### config.mk
export PLATFORM = sky130hd
export DESIGN_NAME = m4i_div
export DESIGN_NICKNAME = d
export VERILOG_FILES = /design/src/m4i_pkg.sv /design/src/m4i_div.sv
export SDC_FILE = /design/constraint.sdc
export NUM_CORES = 1
export LEC_CHECK = 0
export BUFFER_PORTS_ARGS = -buffer_cell sky130_fd_sc_hd__buf_2
export CORE_MARGIN = 3
export CORE_UTILIZATION = 52
export DETAILED_ROUTE_END_ITERATION = 8
export GPL_ROUTABILITY_DRIVEN = 0
export HOLD_SLACK_MARGIN = 0.15
export PLACE_DENSITY_LB_ADDON = 0.25
export RECOVER_POWER = 50
export SLEW_MARGIN = 20
export SYNTH_ARGS = -nofsm -noshare
export SYNTH_HDL_FRONTEND = slang
export SYNTH_SLANG_ARGS = --single-unit
### constraint.sdc
create_clock -name i_clk -period 4.8 [get_ports i_clk]
set_input_delay 0.24 -clock i_clk [delete_from_list [all_inputs] [get_ports i_clk]]
set_output_delay 0.24 -clock i_clk [all_outputs]
set_load 0.02 [all_outputs]
### src/m4i_pkg.sv
`default_nettype none
package m4i_pkg;

    // width of one stored cofactor or determinant (signed Q32.32)
    localparam int WIDE_W = 64;
    // exact sum of six triple products fits well inside this
    localparam int ACC_W  = 128;

    typedef enum logic [6:0] {
        S_LOAD = 7'b0000001,
        S_COF  = 7'b0000010,
        S_CRND = 7'b0000100,
        S_DET  = 7'b0001000,
        S_DRND = 7'b0010000,
        S_DIV  = 7'b0100000,
        S_OUT  = 7'b1000000
    } t_state;

    typedef struct packed {
        logic busy;
        logic done;
    } t_div_stat;

    // column pick of permutation p for minor row i
    function automatic logic [1:0] perm_col(input logic [2:0] p, input logic [1:0] i);
        logic [5:0] cols;
        begin
            case (p)
                3'd0:    cols = {2'd2, 2'd1, 2'd0};
                3'd1:    cols = {2'd1, 2'd2, 2'd0};
                3'd2:    cols = {2'd2, 2'd0, 2'd1};
                3'd3:    cols = {2'd0, 2'd2, 2'd1};
                3'd4:    cols = {2'd1, 2'd0, 2'd2};
                3'd5:    cols = {2'd0, 2'd1, 2'd2};
                default: cols = 6'd0;
            endcase
            case (i)
                2'd0:    perm_col = cols[1:0];
                2'd1:    perm_col = cols[3:2];
                2'd2:    perm_col = cols[5:4];
                default: perm_col = 2'd0;
            endcase
        end
    endfunction

    // odd permutations
    function automatic logic perm_odd(input logic [2:0] p);
        begin
            case (p)
                3'd1, 3'd2, 3'd5: perm_odd = 1'b1;
                default:          perm_odd = 1'b0;
            endcase
        end
    endfunction

endpackage
`default_nettype wire

### src/m4i_div.sv
`default_nettype none
module m4i_div import m4i_pkg::*; #(
    parameter int NUM_W = 80
) (
    input  wire logic              i_clk,
    input  wire logic              i_rst_n,
    input  wire logic              i_start,
    input  wire logic [NUM_W-1:0]  i_num,
    input  wire logic [WIDE_W-1:0] i_den,
    output logic      [NUM_W-1:0]  o_quot,
    output t_div_stat              o_stat
);

    localparam int CW = $clog2(NUM_W + 1);

    logic [NUM_W-1:0]  r_quot;
    logic [WIDE_W-1:0] r_rem;
    logic [WIDE_W-1:0] r_den;
    logic [CW-1:0]     r_cnt;
    logic              r_busy;
    logic              r_done;

    logic [WIDE_W:0] rem2;
    logic            ge;
    logic [WIDE_W:0] diff;

    // restoring step, one quotient bit per cycle
    always_comb begin
        rem2 = {r_rem, r_quot[NUM_W-1]};
        ge   = rem2 >= {1'b0, r_den};
        diff = rem2 - {1'b0, r_den};
    end

    always_ff @(posedge i_clk) begin
        if (!i_rst_n) begin
            r_busy <= 1'b0;
            r_done <= 1'b0;
            r_cnt  <= '0;
        end else if (i_start) begin
            r_quot <= i_num;
            r_rem  <= '0;
            r_den  <= i_den;
            r_cnt  <= CW'(NUM_W);
            r_busy <= 1'b1;
            r_done <= 1'b0;
        end else if (r_busy) begin
            r_quot <= {r_quot[NUM_W-2:0], ge};
            r_rem  <= ge ? diff[WIDE_W-1:0] : rem2[WIDE_W-1:0];
            r_cnt  <= r_cnt - 1'b1;
            if (r_cnt == CW'(1)) begin
                r_busy <= 1'b0;
                r_done <= 1'b1;
            end
        end else begin
            r_done <= 1'b0;
        end
    end

    assign o_quot      = r_quot;
    assign o_stat.busy = r_busy;
    assign o_stat.done = r_done;

endmodule
`default_nettype wire

==> results of run 1 <==
## synth_stat cells (8+ instances only)
| cell | n |
|---|---|
| a211oi_1 | 18 |
| a21o_1 | 33 |
| a21oi_1 | 91 |
| a31oi_1 | 10 |
| and3_1 | 8 |
| and4_1 | 8 |
| buf_2 | 22 |
| clkbuf_1 | 30 |
| dfxtp_1 | 9 |
| edfxtp_1 | 208 |
| ha_1 | 66 |
| inv_1 | 84 |
| mux2_2 | 81 |
| mux2i_1 | 38 |
| nand2_1 | 78 |
| nand2b_1 | 8 |
| nand3_1 | 33 |
| nand4_1 | 26 |
| nor2_1 | 96 |
| nor3_1 | 13 |
| nor4_1 | 9 |
| o211ai_1 | 10 |
| o21ai_0 | 33 |
| o21ai_1 | 10 |
| o21bai_1 | 11 |
| xnor2_1 | 33 |
| xor2_1 | 24 |
## sequential cells by signal (all words and copies together), names as in the netlist
register	count
o_quot	80
r_busy	1
r_cnt	7
r_den	64
r_done	1
r_rem	64
## placed cells by master (no fill, tap or decap), types with 33 or more instances in the layout
cell,n
nand2_1,78
clkbuf_1,88
xnor2_1,33
nor2_1,96
a21o_1,33
buf_2,144
a21oi_1,91
nand3_1,33
mux2i_1,38
mux2_2,78
ha_1,66
inv_1,84
edfxtp_1,208
o21ai_0,33
dlygate4sd3_1,145
## layout make-up
class / instances / share of cell area, %
Clock buffer: 29 / 4.00
Timing Repair Buffer: 381 / 15.5
Tap cell: 324 / 2.45
Sequential cell: 217 / 38.8
Clock inverter: 17 / 1.08
Multi-Input combinational cell: 837 / 36.3
Inverter: 84 / 1.90
## layer usage
layer | part of all wire (%) | GRT usage [%] | up-vias
met5 | 0 | 0 | -
li1 | - | - | 5167
met3 | 6.7 | 4.82 | 83
met1 | 42 | 34.9 | 5157
met4 | 3.4 | 8.23 | 0
met2 | 48 | 44.6 | 469
## worst paths after layout
kind	start	to	slack, ns	cells past startpoint
max	r_rem[17]$_SDFFCE_PP0P_	r_rem[23]$_SDFFCE_PP0P_	0.71	10
min reg2reg	r_cnt[1]$_SDFFE_PP0P_	r_cnt[1]$_SDFFE_PP0P_	0.50	2
max reg2reg	r_rem[17]$_SDFFCE_PP0P_	r_rem[23]$_SDFFCE_PP0P_	0.71	10
min	i_den[12]	r_den[12]$_DFFE_PP_	0.39	2
## kinds of logic (layout without fill, tap and decap cells)
kind of cell    after synthesis  in the layout  share of synthesized area, %
compound gates              283            283                          14.3
flops                       217            217                          49.3
simple gates                311            311                          11.5
fa+ha+maj                    67             67                          6.49
xor+xnor                     57             57                          3.83
buf+inv                     145            511                          4.73
mux                         119            119                          9.91
## power by group through the flow
stage / clock (uW) / combinational, uW / sequential, uW
floorplan: 0 / 1120 / 2440
global placement: 0 / 1510 / 2390
detailed placement: 0 / 1540 / 2390
CTS: 1980 / 1640 / 2360
global route: 2060 / 1830 / 2380
finish: 1960 / 1660 / 2360
## repair_timing
action / in CTS / in global routing
setup endpoints to repair: 0 / 0
hold endpoints to repair: 153 / 0
hold buffers: 145 / 0
## per-stage QoR
step,hold WS [ns],std cells,power (uW),worst slack (ns),utilization (%)
finish,0.394,1889,5990,0.714,67.7
floorplan,0.339,1199,3550,0.331,-
detailed placement,0.418,1698,3930,0.970,58.8
CTS,0.270,1889,5980,0.947,68.2
global route,0.402,1889,6270,0.524,67.7
global placement,0.417,1698,3900,1.13,58.8
==> flow_summary.yaml, run 1 <==
setup_path:
  critPathTopFamily: "simple AND/OR/NAND/NOR gates"
  cp.buffers_inverters: 1
  end_kind: "flop"
  crit_path_max_fanout: 33
  start_kind: "flop"
  required_ns: 5.02
  path_cells: "ha_1 -> nand4_1 -> nor4_1 -> nand4_1 -> o21ai_2 -> a21oi_1 -> a21bo_4 -> buf_12 -> mux2i_1 -> nor2_1"
  arrival_ns: 4.31
  slowest_delay_ns: 0.69
  critPathKind: "reg2reg"
  cpMostUsedCell: "nand4_1"
  slowest_stage: "nor4_1"
finish:
  final_area_sq_um: 16600
  nNetsFinal: 1761
  multi_input_area_sq_um: 6010
  antennaDiodeCount: 0
  nFillCells: 1894
  drive_above_1_share_pct: 17.9
  register_area_sq_um: 6430
  area_delta_synth_final_pct: 27.0
detailed_routing:
  num_vias: 10876
  vias_per_cell: 5.76
  drc_errors: 0
  dr.pass1.iters: 5
  wl_per_cell_um: 19.2
  postRouteAntennaNets: 0
  dr.first_iter.drc_count: 908
  postRouteWirelength_um: 36200
synth:
  synth_area_leaders: "edfxtp_1 48%, mux2_2 7.0%, ha_1 6.3%"
  yosysWarnings: 0
  synth-edff-count: 208
  ys.flop_type: "edfxtp_1"
  ys_types: 68
  synthArstFlopShare_pct: 0
  yosysTopAreaCell: "edfxtp_1"
  synthCells: 1199
  synth.avg_cell_area_sq_um: 10.9
  syn_nets: 1413
  yosysSeqAreaShare_pct: 49.3
  synth-seq-cells: 217
  netlist_area_sq_um: 13000
  synth_top_area_share_pct: 47.9
cts:
  cts_buffer_depth: 3
  cts_root_buffer: "clkbuf_16"
  cts_buffers: 26
  cts_tree: "yes"
  cts_sinks: 217
  cts_resized: 0
  h-tree-depth: 1
  clk_pin_slew_worst_paths_ns: 0.06
  cts_setup_buffers: 0
  clkLatencyLatePin_ns: 0.55
timing:
  fmax_ghz: 0.245
  setup_viol: 0
  finalHoldViolCount: 0
  slew_headroom_pct: -55.5
  rsz0062_at_grt: "false"
  slew_violations: 145
  final.setup.tns_ns: 0
  post-route-period-util_pct: 85.1
  period_needed_ns: 4.09
  worst_slew_pin_slew_ns: 2.33
  fin_worst_skew_ns: 0.0149
placed_design:
  port_buffers: 228
  hpwl_um: 23600
  placed_cell_area_sq_um: 14400
power:
  leakage_uw: 0.00680
  netSwitchingFraction_pct: 30.9
  pwr-share-comb_pct: 27.8
  vdd_drop_max_v: 0.000273
  pwr-share-seq_pct: 39.5
  power.switching_uw: 1850
  clkPwrFrac_pct: 32.7
  p_per_area_nw_per_um2: 361
  p_int_uw: 4140
floorplan:
  start_util_pct: 53.3
  die_y_um: 164
  dieArea_sq_um: 27000
  rows: 57
  fp.dieW_um: 164
  io-pin-count: 229
  coreArea_sq_um: 24500
global_route:
  grt_pass1_vias: 10918
  grt-ovfl-total: 0
  grtUsageTotal_pct: 26.4
  grt_max_degree: 81
  grt_pass1_wl_um: 57500
  antenna_found_initial: 0
outcome:
  status: "finished with violations"
  violations: "capacitance limit, slew limit"
flow_run:
  max-cap-violations: 3
min_path:
  min_path_type: "in2reg"
No activity file was read; power rests on OpenSTA's default activity.
==> inputs of run 2 (changes only) <==
--- a/config.mk
+++ b/config.mk
@@ -7,7 +7,8 @@
 export LEC_CHECK = 0
 export BUFFER_PORTS_ARGS = -buffer_cell sky130_fd_sc_hd__buf_2
 export CORE_MARGIN = 3
-export CORE_UTILIZATION = 52
+export CORE_UTILIZATION = 53
+export CTS_BUF_LIST = sky130_fd_sc_hd__clkbuf_8
 export DETAILED_ROUTE_END_ITERATION = 8
 export GPL_ROUTABILITY_DRIVEN = 0
 export HOLD_SLACK_MARGIN = 0.15
==> flow_summary.yaml, run 2 (synthesis gave the netlist of run 1 again) <==
timing:
  final.setup.tns_ns: 0
  worst_slew_pin_slew_ns: 2.71
  hold_slack_ns: 0.397
  fmax_ghz: 0.254
  fin_worst_skew_ns: 0.0351
  setup_viol: 0
  period_needed_ns: 3.94
  slew_violations: 82
  layout_setup_ws_ns: 0.863
  post-route-period-util_pct: 82.0
  finalHoldViolCount: 0
  slew_headroom_pct: -80.5
  rsz0062_at_grt: "false"
cts:
  cts_buffer_depth: 3
  cts_resized: 0
  cts_tree: "yes"
  holdBufCountCts: 145
  clkLatencyLatePin_ns: 0.56
  clk_pin_slew_worst_paths_ns: 0.06
  h-tree-depth: 2
  cts_setup_buffers: 0
  cts_buffers: 39
  cts_sinks: 217
  cts_root_buffer: "clkbuf_8"
setup_path:
  start_kind: "input port"
  slowest_delay_ns: 1.88
  crit_path_start: "i_start"
  required_ns: 4.97
  arrival_ns: 4.10
  timing.rr.start: "r_rem[20]$_SDFFCE_PP0P_"
  path_cells: "clkbuf_1 -> o21a_1 -> buf_4"
  end_kind: "flop"
  crit_path_max_fanout: 51
  critPathKind: "in2reg"
  slowest_stage: "clkbuf_1"
floorplan:
  start_util_pct: 54.7
  coreArea_sq_um: 23800
  rows: 56
  io-pin-count: 229
  fp.dieW_um: 163
  die_y_um: 163
  dieArea_sq_um: 26500
power:
  leakage_uw: 0.00679
  p_per_area_nw_per_um2: 342
  vdd_drop_max_v: 0.000252
detailed_routing:
  postRouteAntennaNets: 0
  dr.pass1.iters: 5
  dr.first_iter.drc_count: 882
  postRouteWirelength_um: 35900
  wl_per_cell_um: 18.8
  vias_per_cell: 5.74
  drc_errors: 0
  num_vias: 10937
placed_design:
  hpwl_um: 23800
  port_buffers: 228
  post-place-ws_ns: 1.05
finish:
  drive_above_1_share_pct: 18.3
  layout_commonest_cell: "edfxtp_1"
  area_delta_synth_final_pct: 25.8
  nFillCells: 1862
  largest_reg_flops: 80
  nNetsFinal: 1773
  final_cell_mix: "208 x edfxtp_1, 145 x dlygate4sd3_1, 144 x buf_2"
global_route:
  antenna_found_initial: 1
  grt_max_degree: 81
  grtUsageTotal_pct: 26.9
  grt_pass1_vias: 10984
  grt-ovfl-total: 0
  grt_pass1_wl_um: 57300
flow_run:
  max-cap-violations: 2
min_path:
  min_path_type: "in2reg"
  hold_start: "i_den[52]"
outcome:
  violations: "capacitance limit, slew limit"
  status: "finished with violations"
## run 2: cell types whose count changed in the layout (fill, tap and decap cells not counted), moves of 2 or more
cell       change
inv_1         +14
bufinv_16      -3
clkbuf_16     -26
inv_8          +2
clkbuf_8      +41
clkinv_2       -2
clkbuf_1       -4
## run 2: path summary, 6_finish.rpt
check,slack (ns),depth (start not counted),endpoint
worst min-delay path,0.40,2,r_den[52]$_DFFE_PP_
worst max-delay path,0.86,3,r_rem[21]$_SDFFCE_PP0P_
worst max register to register,0.94,10,r_rem[25]$_SDFFCE_PP0P_
worst min register to register,0.50,2,r_cnt[0]$_SDFFE_PP0P_
## run 2: routing by layer
metal / up-vias / GRT usage (%) / share of wire, %
li1: 5209 / - / -
met1: 5152 / 35.0 / 42
met2: 481 / 44.4 / 48
met3: 95 / 5.32 / 6.7
met4: 0 / 10.4 / 3.5
met5: - / 0 / 0
## run 2: layout make-up
type / instances / area, sq um / share of cell area [%]
sequential: 217 / 6430 / 39.2
inverter: 84 / 315 / 1.92
clock inverter: 28 / 126 / 0.770
tap: 319 / 399 / 2.43
timing repair buffer: 380 / 2560 / 15.6
clock buffer: 41 / 564 / 3.44
antenna: 1 / 2.50 / 0.0153
multi-input combinational: 837 / 6010 / 36.6
## run 2: per-stage QoR
step           cells  cell area [sq um]  total power, uW  utilization (%)
2_1_floorplan   1199              13000             3550                -
3_3_place_gp    1692              14400             3900             60.3
3_5_place_dp    1692              14400             3930             60.3
4_1_cts         1906              16500             5620             69.3
5_1_grt         1907              16400             5910             68.9
6_report        1907              16400             5610             68.9
## run 2: where the power goes
group,internal (uW),switching [uW],total (uW),leakage [uW]
combinational,695,955,1650,0.00432
sequential,2280,84.2,2370,0.00206
clock,796,800,1600,0.000404
total,3770,1840,5610,0.00679
## run 2: worst max-delay path: cells and delay by family
kind | cells | cell delay, ns
buffers and inverters | 2 | 2.51
AOI/OAI and AO/OA | 1 | 1.30
